$ cat src/rtl/core/assert_macros.svh
// Assertion helpers used by swr_ctrl.
// Each macro declares one labeled concurrent assertion.
`ifndef ASSERT_MACROS_SVH
`define ASSERT_MACROS_SVH

// Same-cycle implication, disabled during reset.
`define SWR_ASSERT_SAME(label, clk, rst, ante, cons) \
  label: assert property (@(posedge clk) disable iff (rst) (ante) |-> (cons)) \
    else $error("assertion failed");

// Next-cycle implication, disabled during reset.
`define SWR_ASSERT_NEXT(label, clk, rst, ante, cons) \
  label: assert property (@(posedge clk) disable iff (rst) (ante) |=> (cons)) \
    else $error("assertion failed");

`endif

$ cat src/rtl/core/swr_pkg.sv
`timescale 1ns / 1ps
// ----------------------------------------------------------------------------
// swr_pkg
// Types and codes for the stop-and-wait retransmit controller.
// ----------------------------------------------------------------------------
package swr_pkg;

  localparam int unsigned ID_W      = 32;
  localparam int unsigned ATTEMPT_W = 4;
  localparam int unsigned POLL_W    = 10;
  localparam int unsigned CFG_W     = 10;

  // Configuration register indexes.
  localparam logic CFG_MAX_RETRIES   = 1'b0;
  localparam logic CFG_TIMEOUT_POLLS = 1'b1;

  // Configuration reset values.
  localparam logic [ATTEMPT_W-1:0] MAX_RETRIES_RST   = 4'd3;
  localparam logic [POLL_W-1:0]    TIMEOUT_POLLS_RST = 10'd40;

  // Input event codes.
  typedef enum logic [1:0] {
    MODE_START    = 2'd0,
    MODE_ACK      = 2'd1,
    MODE_POLL     = 2'd2,
    MODE_LINK_ERR = 2'd3
  } mode_t;

  // Result event codes.
  typedef enum logic [2:0] {
    EV_TRANSMIT  = 3'd0,
    EV_DELIVERED = 3'd1,
    EV_FAILED    = 3'd2,
    EV_LINK_ERR  = 3'd3,
    EV_REJECTED  = 3'd4
  } event_t;

  // Controller state, one-hot.
  typedef enum logic [1:0] {
    ST_IDLE = 2'b01,
    ST_BUSY = 2'b10
  } state_t;

  // One registered input item.
  typedef struct packed {
    logic              valid;
    mode_t             mode;
    logic [ID_W-1:0]   id;
  } item_t;

endpackage

$ cat src/rtl/core/swr_input_stage.sv
`timescale 1ns / 1ps
// ----------------------------------------------------------------------------
// swr_input_stage
// Input register that captures one event item and holds it until the
// controller takes it.
// ----------------------------------------------------------------------------
module swr_input_stage (
  input  logic                     clk,
  input  logic                     rst,
  input  logic                     in_valid,
  output logic                     in_stall,
  input  logic [1:0]               mode,
  input  logic [swr_pkg::ID_W-1:0] msg_id,
  input  logic                     take,
  output swr_pkg::item_t           item
);

  swr_pkg::item_t held;

  // Stall only when a held item is not taken this cycle.
  assign in_stall = held.valid && !take;

  // Load a new item whenever the register is free or being emptied.
  always_ff @(posedge clk) begin
    if (rst) begin
      held.valid <= 1'b0;
    end else if (!in_stall) begin
      held.valid <= in_valid;
    end
    if (in_valid && !in_stall) begin
      held.mode <= swr_pkg::mode_t'(mode);
      held.id   <= msg_id;
    end
  end

  assign item = held;

endmodule

$ cat src/rtl/core/swr_ctrl.sv
`timescale 1ns / 1ps
`include "assert_macros.svh"
// ----------------------------------------------------------------------------
// swr_ctrl
// Retransmit state machine, configuration registers and result register.
// Each taken item updates the state and loads at most one result.
// ----------------------------------------------------------------------------
module swr_ctrl (
  input  logic                          clk,
  input  logic                          rst,
  input  logic                          cfg_we,
  input  logic                          cfg_index,
  input  logic [swr_pkg::CFG_W-1:0]     cfg_data,
  input  swr_pkg::item_t                item,
  output logic                          take,
  output logic                          out_valid,
  input  logic                          out_stall,
  output logic [2:0]                    event_kind,
  output logic [swr_pkg::ID_W-1:0]      out_id,
  output logic [swr_pkg::ATTEMPT_W-1:0] attempt_no
);

  // Configuration registers.
  logic [swr_pkg::ATTEMPT_W-1:0] max_retries;
  logic [swr_pkg::POLL_W-1:0]    timeout_polls;

  // Controller state.
  swr_pkg::state_t               state, state_next;
  logic [swr_pkg::ID_W-1:0]      pending_id, pending_id_next;
  logic                          acked, acked_next;
  logic [swr_pkg::ATTEMPT_W-1:0] attempt_count, attempt_count_next;
  logic [swr_pkg::POLL_W-1:0]    poll_count, poll_count_next;

  // Result computed for the current item.
  logic                          emit;
  swr_pkg::event_t               kind_res;
  swr_pkg::event_t               kind_reg;
  logic [swr_pkg::ID_W-1:0]      id_res;
  logic [swr_pkg::ATTEMPT_W-1:0] att_res;

  logic [swr_pkg::POLL_W-1:0]    poll_inc;
  logic [swr_pkg::POLL_W-1:0]    limit;
  logic                          still_waiting;
  logic                          is_busy;

  assign is_busy       = (state == swr_pkg::ST_BUSY);
  assign poll_inc      = poll_count + {{(swr_pkg::POLL_W-1){1'b0}}, 1'b1};
  assign limit         = (timeout_polls == '0) ? {{(swr_pkg::POLL_W-1){1'b0}}, 1'b1}
                                               : timeout_polls;
  assign still_waiting = (poll_inc != '0) && (poll_inc < limit);

  // Next state and result for the item in the input register.
  always_comb begin
    state_next         = state;
    pending_id_next    = pending_id;
    acked_next         = acked;
    attempt_count_next = attempt_count;
    poll_count_next    = poll_count;
    emit               = 1'b0;
    kind_res           = swr_pkg::EV_TRANSMIT;
    id_res             = item.id;
    att_res            = attempt_count;
    case (item.mode)
      swr_pkg::MODE_START: begin
        emit = 1'b1;
        if (is_busy) begin
          kind_res = swr_pkg::EV_REJECTED;
        end else begin
          state_next         = swr_pkg::ST_BUSY;
          pending_id_next    = item.id;
          acked_next         = 1'b0;
          attempt_count_next = '0;
          poll_count_next    = '0;
          att_res            = '0;
        end
      end
      swr_pkg::MODE_ACK: begin
        if (is_busy && (item.id == pending_id)) begin
          acked_next = 1'b1;
        end
      end
      swr_pkg::MODE_POLL: begin
        if (is_busy) begin
          id_res = pending_id;
          if (acked) begin
            emit     = 1'b1;
            kind_res = swr_pkg::EV_DELIVERED;
            state_next         = swr_pkg::ST_IDLE;
            acked_next         = 1'b0;
            attempt_count_next = '0;
            poll_count_next    = '0;
          end else begin
            poll_count_next = poll_inc;
            if (!still_waiting) begin
              emit = 1'b1;
              if (attempt_count < max_retries) begin
                attempt_count_next = attempt_count + {{(swr_pkg::ATTEMPT_W-1){1'b0}}, 1'b1};
                poll_count_next    = '0;
                kind_res           = swr_pkg::EV_TRANSMIT;
                att_res            = attempt_count_next;
              end else begin
                kind_res           = swr_pkg::EV_FAILED;
                state_next         = swr_pkg::ST_IDLE;
                acked_next         = 1'b0;
                attempt_count_next = '0;
                poll_count_next    = '0;
              end
            end
          end
        end
      end
      swr_pkg::MODE_LINK_ERR: begin
        if (is_busy) begin
          emit               = 1'b1;
          kind_res           = swr_pkg::EV_LINK_ERR;
          id_res             = pending_id;
          state_next         = swr_pkg::ST_IDLE;
          acked_next         = 1'b0;
          attempt_count_next = '0;
          poll_count_next    = '0;
        end
      end
      default: begin
        emit = 1'b0;
      end
    endcase
  end

  // An item moves on unless its result would overwrite a waiting one.
  assign take = item.valid && (!out_valid || !out_stall || !emit);

  // Configuration writes.
  always_ff @(posedge clk) begin
    if (rst) begin
      max_retries   <= swr_pkg::MAX_RETRIES_RST;
      timeout_polls <= swr_pkg::TIMEOUT_POLLS_RST;
    end else if (cfg_we) begin
      case (cfg_index)
        swr_pkg::CFG_MAX_RETRIES:   max_retries   <= cfg_data[swr_pkg::ATTEMPT_W-1:0];
        swr_pkg::CFG_TIMEOUT_POLLS: timeout_polls <= cfg_data[swr_pkg::POLL_W-1:0];
        default: begin
          max_retries <= max_retries;
        end
      endcase
    end
  end

  // State registers.
  always_ff @(posedge clk) begin
    if (rst) begin
      state         <= swr_pkg::ST_IDLE;
      pending_id    <= '0;
      acked         <= 1'b0;
      attempt_count <= '0;
      poll_count    <= '0;
    end else if (take) begin
      state         <= state_next;
      pending_id    <= pending_id_next;
      acked         <= acked_next;
      attempt_count <= attempt_count_next;
      poll_count    <= poll_count_next;
    end
  end

  // Result register.
  always_ff @(posedge clk) begin
    if (rst) begin
      out_valid <= 1'b0;
    end else if (take && emit) begin
      out_valid <= 1'b1;
    end else if (!out_stall) begin
      out_valid <= 1'b0;
    end
    if (take && emit) begin
      kind_reg   <= kind_res;
      out_id     <= id_res;
      attempt_no <= att_res;
    end
  end

  assign event_kind = kind_reg;

  // Terms used by the checks below.
  logic idle_clear;
  logic start_idle;
  logic final_wait;

  assign idle_clear = !acked && (attempt_count == '0) && (poll_count == '0);
  assign start_idle = take && (item.mode == swr_pkg::MODE_START) && !is_busy;
  assign final_wait = out_valid && (kind_reg inside {swr_pkg::EV_DELIVERED,
                                                     swr_pkg::EV_FAILED,
                                                     swr_pkg::EV_LINK_ERR});

  // Idle means all per-message counters are clear.
  `SWR_ASSERT_SAME(a_idle_clear, clk, rst, state == swr_pkg::ST_IDLE, idle_clear)
  // A start taken while idle arms the block with the new id.
  `SWR_ASSERT_NEXT(a_start_arms, clk, rst, start_idle, is_busy && pending_id == $past(item.id))
  // A waiting terminal result implies the block is idle.
  `SWR_ASSERT_SAME(a_final_idle, clk, rst, final_wait, state == swr_pkg::ST_IDLE)

endmodule

$ cat src/rtl/core/stop_and_wait_retransmit.sv
`timescale 1ns / 1ps
// Flow: an accepted item waits in the input register, and the result register
// loads from it when the controller takes the item.
// Throughput: one item per cycle unless out_stall holds a result; the input
// and result registers let the next item enter while a result waits to be taken.
// Reset: synchronous, active high; block idle, max_retries 3, timeout_polls 40.
// ----------------------------------------------------------------------------
// stop_and_wait_retransmit
// Sender side of a stop-and-wait delivery scheme with one outstanding
// message: transmit, ack tracking, poll timeout, retransmit and failure.
// ----------------------------------------------------------------------------
module stop_and_wait_retransmit (
  input  logic                          clk,
  input  logic                          rst,
  input  logic                          cfg_we,
  input  logic                          cfg_index,
  input  logic [swr_pkg::CFG_W-1:0]     cfg_data,
  input  logic                          in_valid,
  output logic                          in_stall,
  input  logic [1:0]                    mode,
  input  logic [swr_pkg::ID_W-1:0]      msg_id,
  output logic                          out_valid,
  input  logic                          out_stall,
  output logic [2:0]                    event_kind,
  output logic [swr_pkg::ID_W-1:0]      out_id,
  output logic [swr_pkg::ATTEMPT_W-1:0] attempt_no
);

  swr_pkg::item_t item;
  logic           take;

  // Event input register.
  swr_input_stage u_input (
    .clk      (clk),
    .rst      (rst),
    .in_valid (in_valid),
    .in_stall (in_stall),
    .mode     (mode),
    .msg_id   (msg_id),
    .take     (take),
    .item     (item)
  );

  // Controller and result register.
  swr_ctrl u_ctrl (
    .clk        (clk),
    .rst        (rst),
    .cfg_we     (cfg_we),
    .cfg_index  (cfg_index),
    .cfg_data   (cfg_data),
    .item       (item),
    .take       (take),
    .out_valid  (out_valid),
    .out_stall  (out_stall),
    .event_kind (event_kind),
    .out_id     (out_id),
    .attempt_no (attempt_no)
  );

endmodule

$ cat config.mk
export PLATFORM = sky130hd
export DESIGN_NAME = stop_and_wait_retransmit
export DESIGN_NICKNAME = d
export VERILOG_FILES = /design/src/rtl/core/swr_pkg.sv /design/src/rtl/core/swr_input_stage.sv /design/src/rtl/core/swr_ctrl.sv /design/src/rtl/core/stop_and_wait_retransmit.sv
export VERILOG_INCLUDE_DIRS = /design/src /design/src/rtl/core
export SDC_FILE = /design/constraint.sdc
export NUM_CORES = 1
export LEC_CHECK = 0
export BUFFER_PORTS_ARGS = -buffer_cell sky130_fd_sc_hd__buf_4
export CORE_MARGIN = 5
export CORE_UTILIZATION = 30
export CTS_CLUSTER_SIZE = 30
export DETAILED_ROUTE_END_ITERATION = 12
export PLACE_DENSITY = 0.52
export SYNTH_ARGS = -nofsm -noshare
export SYNTH_HDL_FRONTEND = slang
export SYNTH_SLANG_ARGS = --single-unit
$ cat constraint.sdc
create_clock -name clk -period 5.8 [get_ports clk]
set_input_delay 0.29 -clock clk [delete_from_list [all_inputs] [get_ports clk]]
set_output_delay 0.29 -clock clk [all_outputs]
set_load 0.03 [all_outputs]
==> flow_summary.toml, run 1 <==
[outcome]
outcome = "completed"

[clock_tree]
cts-root-buf = "clkbuf_16"
clock_latency_ns = 0.42
hold_buffers = 0
clkTransAtPathRegs_ns = 0.06
cts_setup_buffers = 0
cts_tree = "built"
cts_num_sinks = 138
cts_resized = 0
h-tree-depth = 4
clockBufferDepth = 2
cts_buffers = 17

[global_route]
antenna_found_initial = 1
grt_first_pass_wirelength_mm = 24.9
grt_usage_pct = 13.3
overflow = 0
use_met1_pct = 16.8
grt_max_degree = 61
grtUsageMet3_pct = 4.24
grt_pass1_vias = 4711
grt_most_used_layer = "met2"
use_met2_pct = 21.6

[route]
dr_total_vias = 4591
drc = 0
firstDrtPassIters = 4
routed_wl_mm = 15.5
routedWlPerCell_microns = 16.4
drt-initial-drc-count = 308
ant_nets = 0
routed_via_density = 4.85

[timing]
fin_tns_setup_ns = 0
skew_ns = 0.0118
fmax_ghz = 0.237
hold_ws_ns = 0.0400
fin_crit_sh_pct = 72.6
setup_viol = 0
setup_slack_ns = 1.59
hold_violations = 0
fin_crit_ns = 4.21
slew_headroom_pct = 15.6
worstMarginPinSlew_ns = 1.26
finalMaxSlewViolations = 0
rsz0062_at_grt = "no"

[min_path]
min_path_type = "in2reg"

[floorplan]
die_w_microns = 154
initial_core_util_pct = 30.6
dieArea_sq_mm = 0.0237
io_pins = 91
num_rows = 52
die_height_microns = 154
core-area_sq_mm = 0.0204

[final_layout]
finalNetCount = 729
syn_to_final_growth_pct = 23.9
drive_above_1_share_pct = 23.9
nFillCells = 1992
diodes = 0
final_util_pct = 37.9
instances_no_fill = 947

[setup_path]
worstSetupPathType = "reg2reg"
end_kind = "flip-flop"
cp_cell_sequence = "nand4_1, nor2_1, nor2b_1, or2_2, ha_1, a21o_1, a21o_1, a21o_1, nor3_1, and3b_4, nor4b_2, nor2b_4"
crit_buf_inv = 0
critical-path-max-stage-delay_ns = 0.83
start_kind = "flip-flop"
worstPathArrival_ns = 4.25
crit_family = "simple AND/OR/NAND/NOR gates"
cp_common_cell = "a21o_1"
critPathMaxFanout = 34
crit_slowest_cell = "nor2b_4"
cp.required_ns = 5.84

[yosys]
syn_inst = 585
ys_types = 52
synth_edf_count = 73
yosysTopAreaCell = "edfxtp_1"
synth_warnings = 0
syn_area_per_cell_sq_um = 10.6
netlist_area_sq_mm = 0.00623
synth_seq_area_share_pct = 56.1
synth_top_area_share_pct = 35.2
synth_top_flop_cell = "edfxtp_1"
syn-num-nets = 650
synth.ff_latch_count = 138
async_flop_share_pct = 0
yosys-top-cells-area = "edfxtp_1 35%, dfxtp_1 21%, nand2_1 6.1%"

[placed_design]
dp_hpwl_mm = 10.5
dp_cells = 915
portBuffers = 90
place_congestion = 0.840
dp_slack_ns = 1.56

[run]
drv_cap = 0

[pwr]
power_per_cell_area_mw_per_mm2 = 304
ir_drop_mv = 0.171
leakage_nw = 2.83
-- final cells by class --
type                            instances  area (sq um)  share of cell area [%]
Multi-Input combinational cell        393          2520                    32.7
Sequential cell                       138          3490                    45.3
Tap cell                              270           338                    4.38
Clock buffer                           21           440                    5.71
Inverter                               21          78.8                    1.02
Timing Repair Buffer                   93           698                    9.05
Clock inverter                         11           145                    1.88
-- synth_stat cells (2+ instances only) --
master and number:
a21o_1 4, buf_6 3, xor2_1 10, inv_1 21
nor4b_1 2, nand4_1 12, a21oi_1 57, mux2_2 33
dfxtp_1 65, and3_1 4, o21ai_0 6, o311ai_0 3
nand2_1 102, nor4_1 8, o21a_1 3, o31ai_1 3
nor2b_1 5, nand2b_1 2, nor3_1 7, or3_1 3
nor2_1 20, clkbuf_1 27, and2_1 2, edfxtp_1 73
o211ai_1 6, ha_1 15, xnor2_1 30, nand3_1 26
buf_2 2, or4_1 2, mux2i_1 4, or2_2 2
a211o_1 3, o31a_1 2
-- state kept, by name (all words and copies together), names as in the netlist --
name	count
u_input.item	35
u_ctrl.out_id	32
u_ctrl.pending_id	32
u_ctrl.poll_count	10
u_ctrl.timeout_polls	10
u_ctrl.attempt_count	4
u_ctrl.attempt_no	4
u_ctrl.max_retries	4
u_ctrl.event_kind	3
u_ctrl.state	2
u_ctrl.acked	1
u_ctrl.out_valid	1
-- layer usage --
layer  wire (microns)  vias up
met4              187        2
li1                 -     2241
met2             7330      131
met5               20        -
met1             6980     2201
met3             1000       16
-- per-stage QoR --
| stage | power (mW) | area, sq um |
|---|---|---|
| final | 2.35 | 7710 |
| after global routing | 2.44 | 7710 |
| after CTS | 2.37 | 7710 |
| after detailed placement | 1.28 | 7130 |
| after global placement | 1.28 | 7130 |
| after floorplan | 1.21 | 6230 |
-- kinds of logic after synthesis --
family                     count (synthesis)  synth area share (%)
AOI/OAI and AO/OA                         96                  9.30
and+or+nand+nor                          205                  15.7
buffers and inverters                     54                  3.66
adders and majority gates                 15                  3.01
DFF                                      138                  56.1
xor gates and xnor gates                  40                  5.63
muxes                                     37                  6.61
-- worst paths after layout --
| kind | end | depth (start not counted) | slack [ns] | start |
|---|---|---|---|---|
| min reg2reg | u_ctrl.state[0] | 1 | 0.48 | u_ctrl.state[0] |
| max | u_input.item[33] | 12 | 1.59 | u_ctrl.poll_count[0] |
| min | u_input.item[6] | 1 | 0.04 | msg_id[6] |
| max reg2reg | u_input.item[33] | 12 | 1.59 | u_ctrl.poll_count[0] |
-- cell usage in the layout (no fill, tap or decap), types with 6 or more instances in the layout --
master,synthesis,routed
xor2_1,10,10
buf_4,0,93
nor2_1,20,19
nand4_1,12,12
a21oi_1,57,57
nor3_1,7,7
edfxtp_1,73,73
clkbuf_16,0,17
o211ai_1,6,6
inv_1,21,21
nor4_1,8,8
xnor2_1,30,30
o21ai_0,6,6
mux2_2,33,33
nand3_1,26,26
ha_1,15,15
dfxtp_1,65,65
nand2_1,102,102
-- report_power, final --
part | internal (mW) | leakage, nW | switching [mW]
clock network | 0.676 | 0.279 | 0.416
registers | 1.07 | 1.23 | 0.0309
logic | 0.0707 | 1.33 | 0.0831
(Power assumes the default switching activity.)
==> run 2, diff against run 1 <==
Clock period 5.8 ns to 4.01 ns, I/O delays scaled along.
==> flow_summary.toml, run 2 (same netlist as run 1, synthesis figures left out) <==
[pwr]
fin_total_pwr_mw = 3.38
ir_drop_mv = 0.266
leakage_nw = 3.01
power_per_cell_area_mw_per_mm2 = 415

[setup_path]
end_kind = "output port"
crit_buf_inv = 1
start_kind = "flip-flop"
crit_slowest_cell = "dfxtp_1"
ff2ff_path_depth = 13
cp_cell_sequence = "ha_2, and4_1, nand2_1, xnor2_1, ha_1, nand4_1, nor4_2, nor3_1, and3b_4, nor4b_4, buf_4"
critPathMaxFanout = 13
r2r-start = "u_ctrl.poll_count[3]"
worstSetupPathType = "reg2out"
r2r_slack_ns = 0.47
cp.depth = 11
worstPathArrival_ns = 3.48
r2r-end = "u_input.item[27]"
critical-path-max-stage-delay_ns = 0.44
crit_family = "simple AND/OR/NAND/NOR gates"
cp.required_ns = 3.81

[final_layout]
drive_above_1_share_pct = 24.6
largest_reg_flops = 35
finalNetCount = 768
final_common_cell = "nand2_1"
diodes = 0
syn_to_final_growth_pct = 30.8
mostFrequentLayoutCells = "102 x nand2_1, 95 x buf_4, 73 x edfxtp_1"

[global_route]
grt_first_pass_wirelength_mm = 25.3
grt_max_degree = 61
overflow = 0
antenna_found_initial = 0
grt_pass1_vias = 4811
grt_usage_pct = 13.4

[timing]
setup_viol = 0
fmax_ghz = 0.272
fin_crit_sh_pct = 91.8
finalMaxSlewViolations = 0
fin_tns_setup_ns = 0
rsz0062_at_grt = "no"
hold_violations = 0
worstMarginPinSlew_ns = 0.788
fin_crit_ns = 3.68
skew_ns = 0.0273
slew_headroom_pct = 47.3
setup_slack_ns = 0.327

[clock_tree]
clkTransAtPathRegs_ns = 0.06
cts_num_sinks = 138
cts_tree = "built"
clockBufferDepth = 2
clock_latency_ns = 0.43
cts_buffers = 17
h-tree-depth = 4
cts-root-buf = "clkbuf_16"

[floorplan]
io_pins = 91
die_height_microns = 154
dieArea_sq_mm = 0.0237
die_w_microns = 154
initial_core_util_pct = 30.6
num_rows = 52
core-area_sq_mm = 0.0204

[min_path]
hold_start = "cfg_data[5]"
min_to = "u_ctrl.timeout_polls[5]"
min_path_type = "in2reg"
min_path_cells = 3

[placed_design]
dp_hpwl_mm = 11.0
dp_slack_ns = 0.324
portBuffers = 90
place_congestion = 0.856

[route]
routedWlPerCell_microns = 16.1
routed_wl_mm = 15.9
routed_via_density = 4.79
drt-initial-drc-count = 223
firstDrtPassIters = 5
dr_total_vias = 4719
ant_nets = 0
drc = 0

[run]
drv_cap = 0

[outcome]
outcome = "completed"
==> run 2: cell types whose count changed in the layout (fill, tap and decap cells not counted), moves of 2 or more <==
cell,previous run,this run
inv_6,1,3
buf_4,93,95
buf_12,0,3
dlygate4sd3_1,0,34
dfxtp_2,0,3
clkbuf_1,4,2
dfxtp_1,65,62
==> run 2: timing repair <==
action | CTS | global route
setup endpoints to repair | 1 | 1
setup buffers | 0 | 0
pin swaps | 0 | 0
hold buffers | 34 | 0
hold endpoints to repair | 34 | 0
gates resized for setup | 1 | 6
==> run 2: area by class of cell <==
type                       count  area [sq um]
multi-input combinational    393          2540
sequential                   138          3500
inverter                      21          78.8
tap                          270           338
clock buffer                  19           433
timing repair buffer         132          1110
fill                        1955         12200
clock inverter                13           145
==> run 2: power by group <==
part           switching, mW  internal, mW
logic                  0.130         0.129
registers             0.0455          1.55
clock network          0.607         0.921
total                  0.783          2.60
==> run 2: metal layers <==
| metal | track usage, % | routed length (microns) | up-vias |
|---|---|---|---|
| met5 | 0 | 0 | - |
| met4 | 4.84 | 248 | 0 |
| met3 | 3.88 | 799 | 18 |
| met2 | 21.4 | 7520 | 113 |
| met1 | 17.4 | 7300 | 2263 |
| li1 | - | - | 2325 |
==> run 2: worst max-delay path by stage <==
stage | start | endpoint | slack (ns)
after floorplan | u_ctrl.poll_count[5] | u_input.item[0] | 0.11
after global placement | u_ctrl.poll_count[0] | u_input.item[3] | 0.43
after detailed placement | u_ctrl.poll_count[0] | u_input.item[19] | 0.32
after CTS | u_ctrl.poll_count[0] | in_stall | 0.08
after global routing | u_ctrl.poll_count[3] | in_stall | 0.06
final | u_ctrl.poll_count[1] | in_stall | 0.33
==> run 2: metrics by stage <==
stage	util (%)	instance area (sq um)	hold slack, ns	std cells
3_5_place_dp	35.4	7200	0.380	920
5_1_grt	40.0	8150	0.0391	986
6_report	40.0	8150	0.0176	986
2_1_floorplan	-	6230	0.299	585
4_1_cts	39.9	8130	0.0132	986
3_3_place_gp	35.4	7200	0.380	920
==> run 2: worst min-delay path, stage by stage <==
cell and delay (ns):
buf_4 0.08, nand2_1 0.04, o211ai_1 0.08
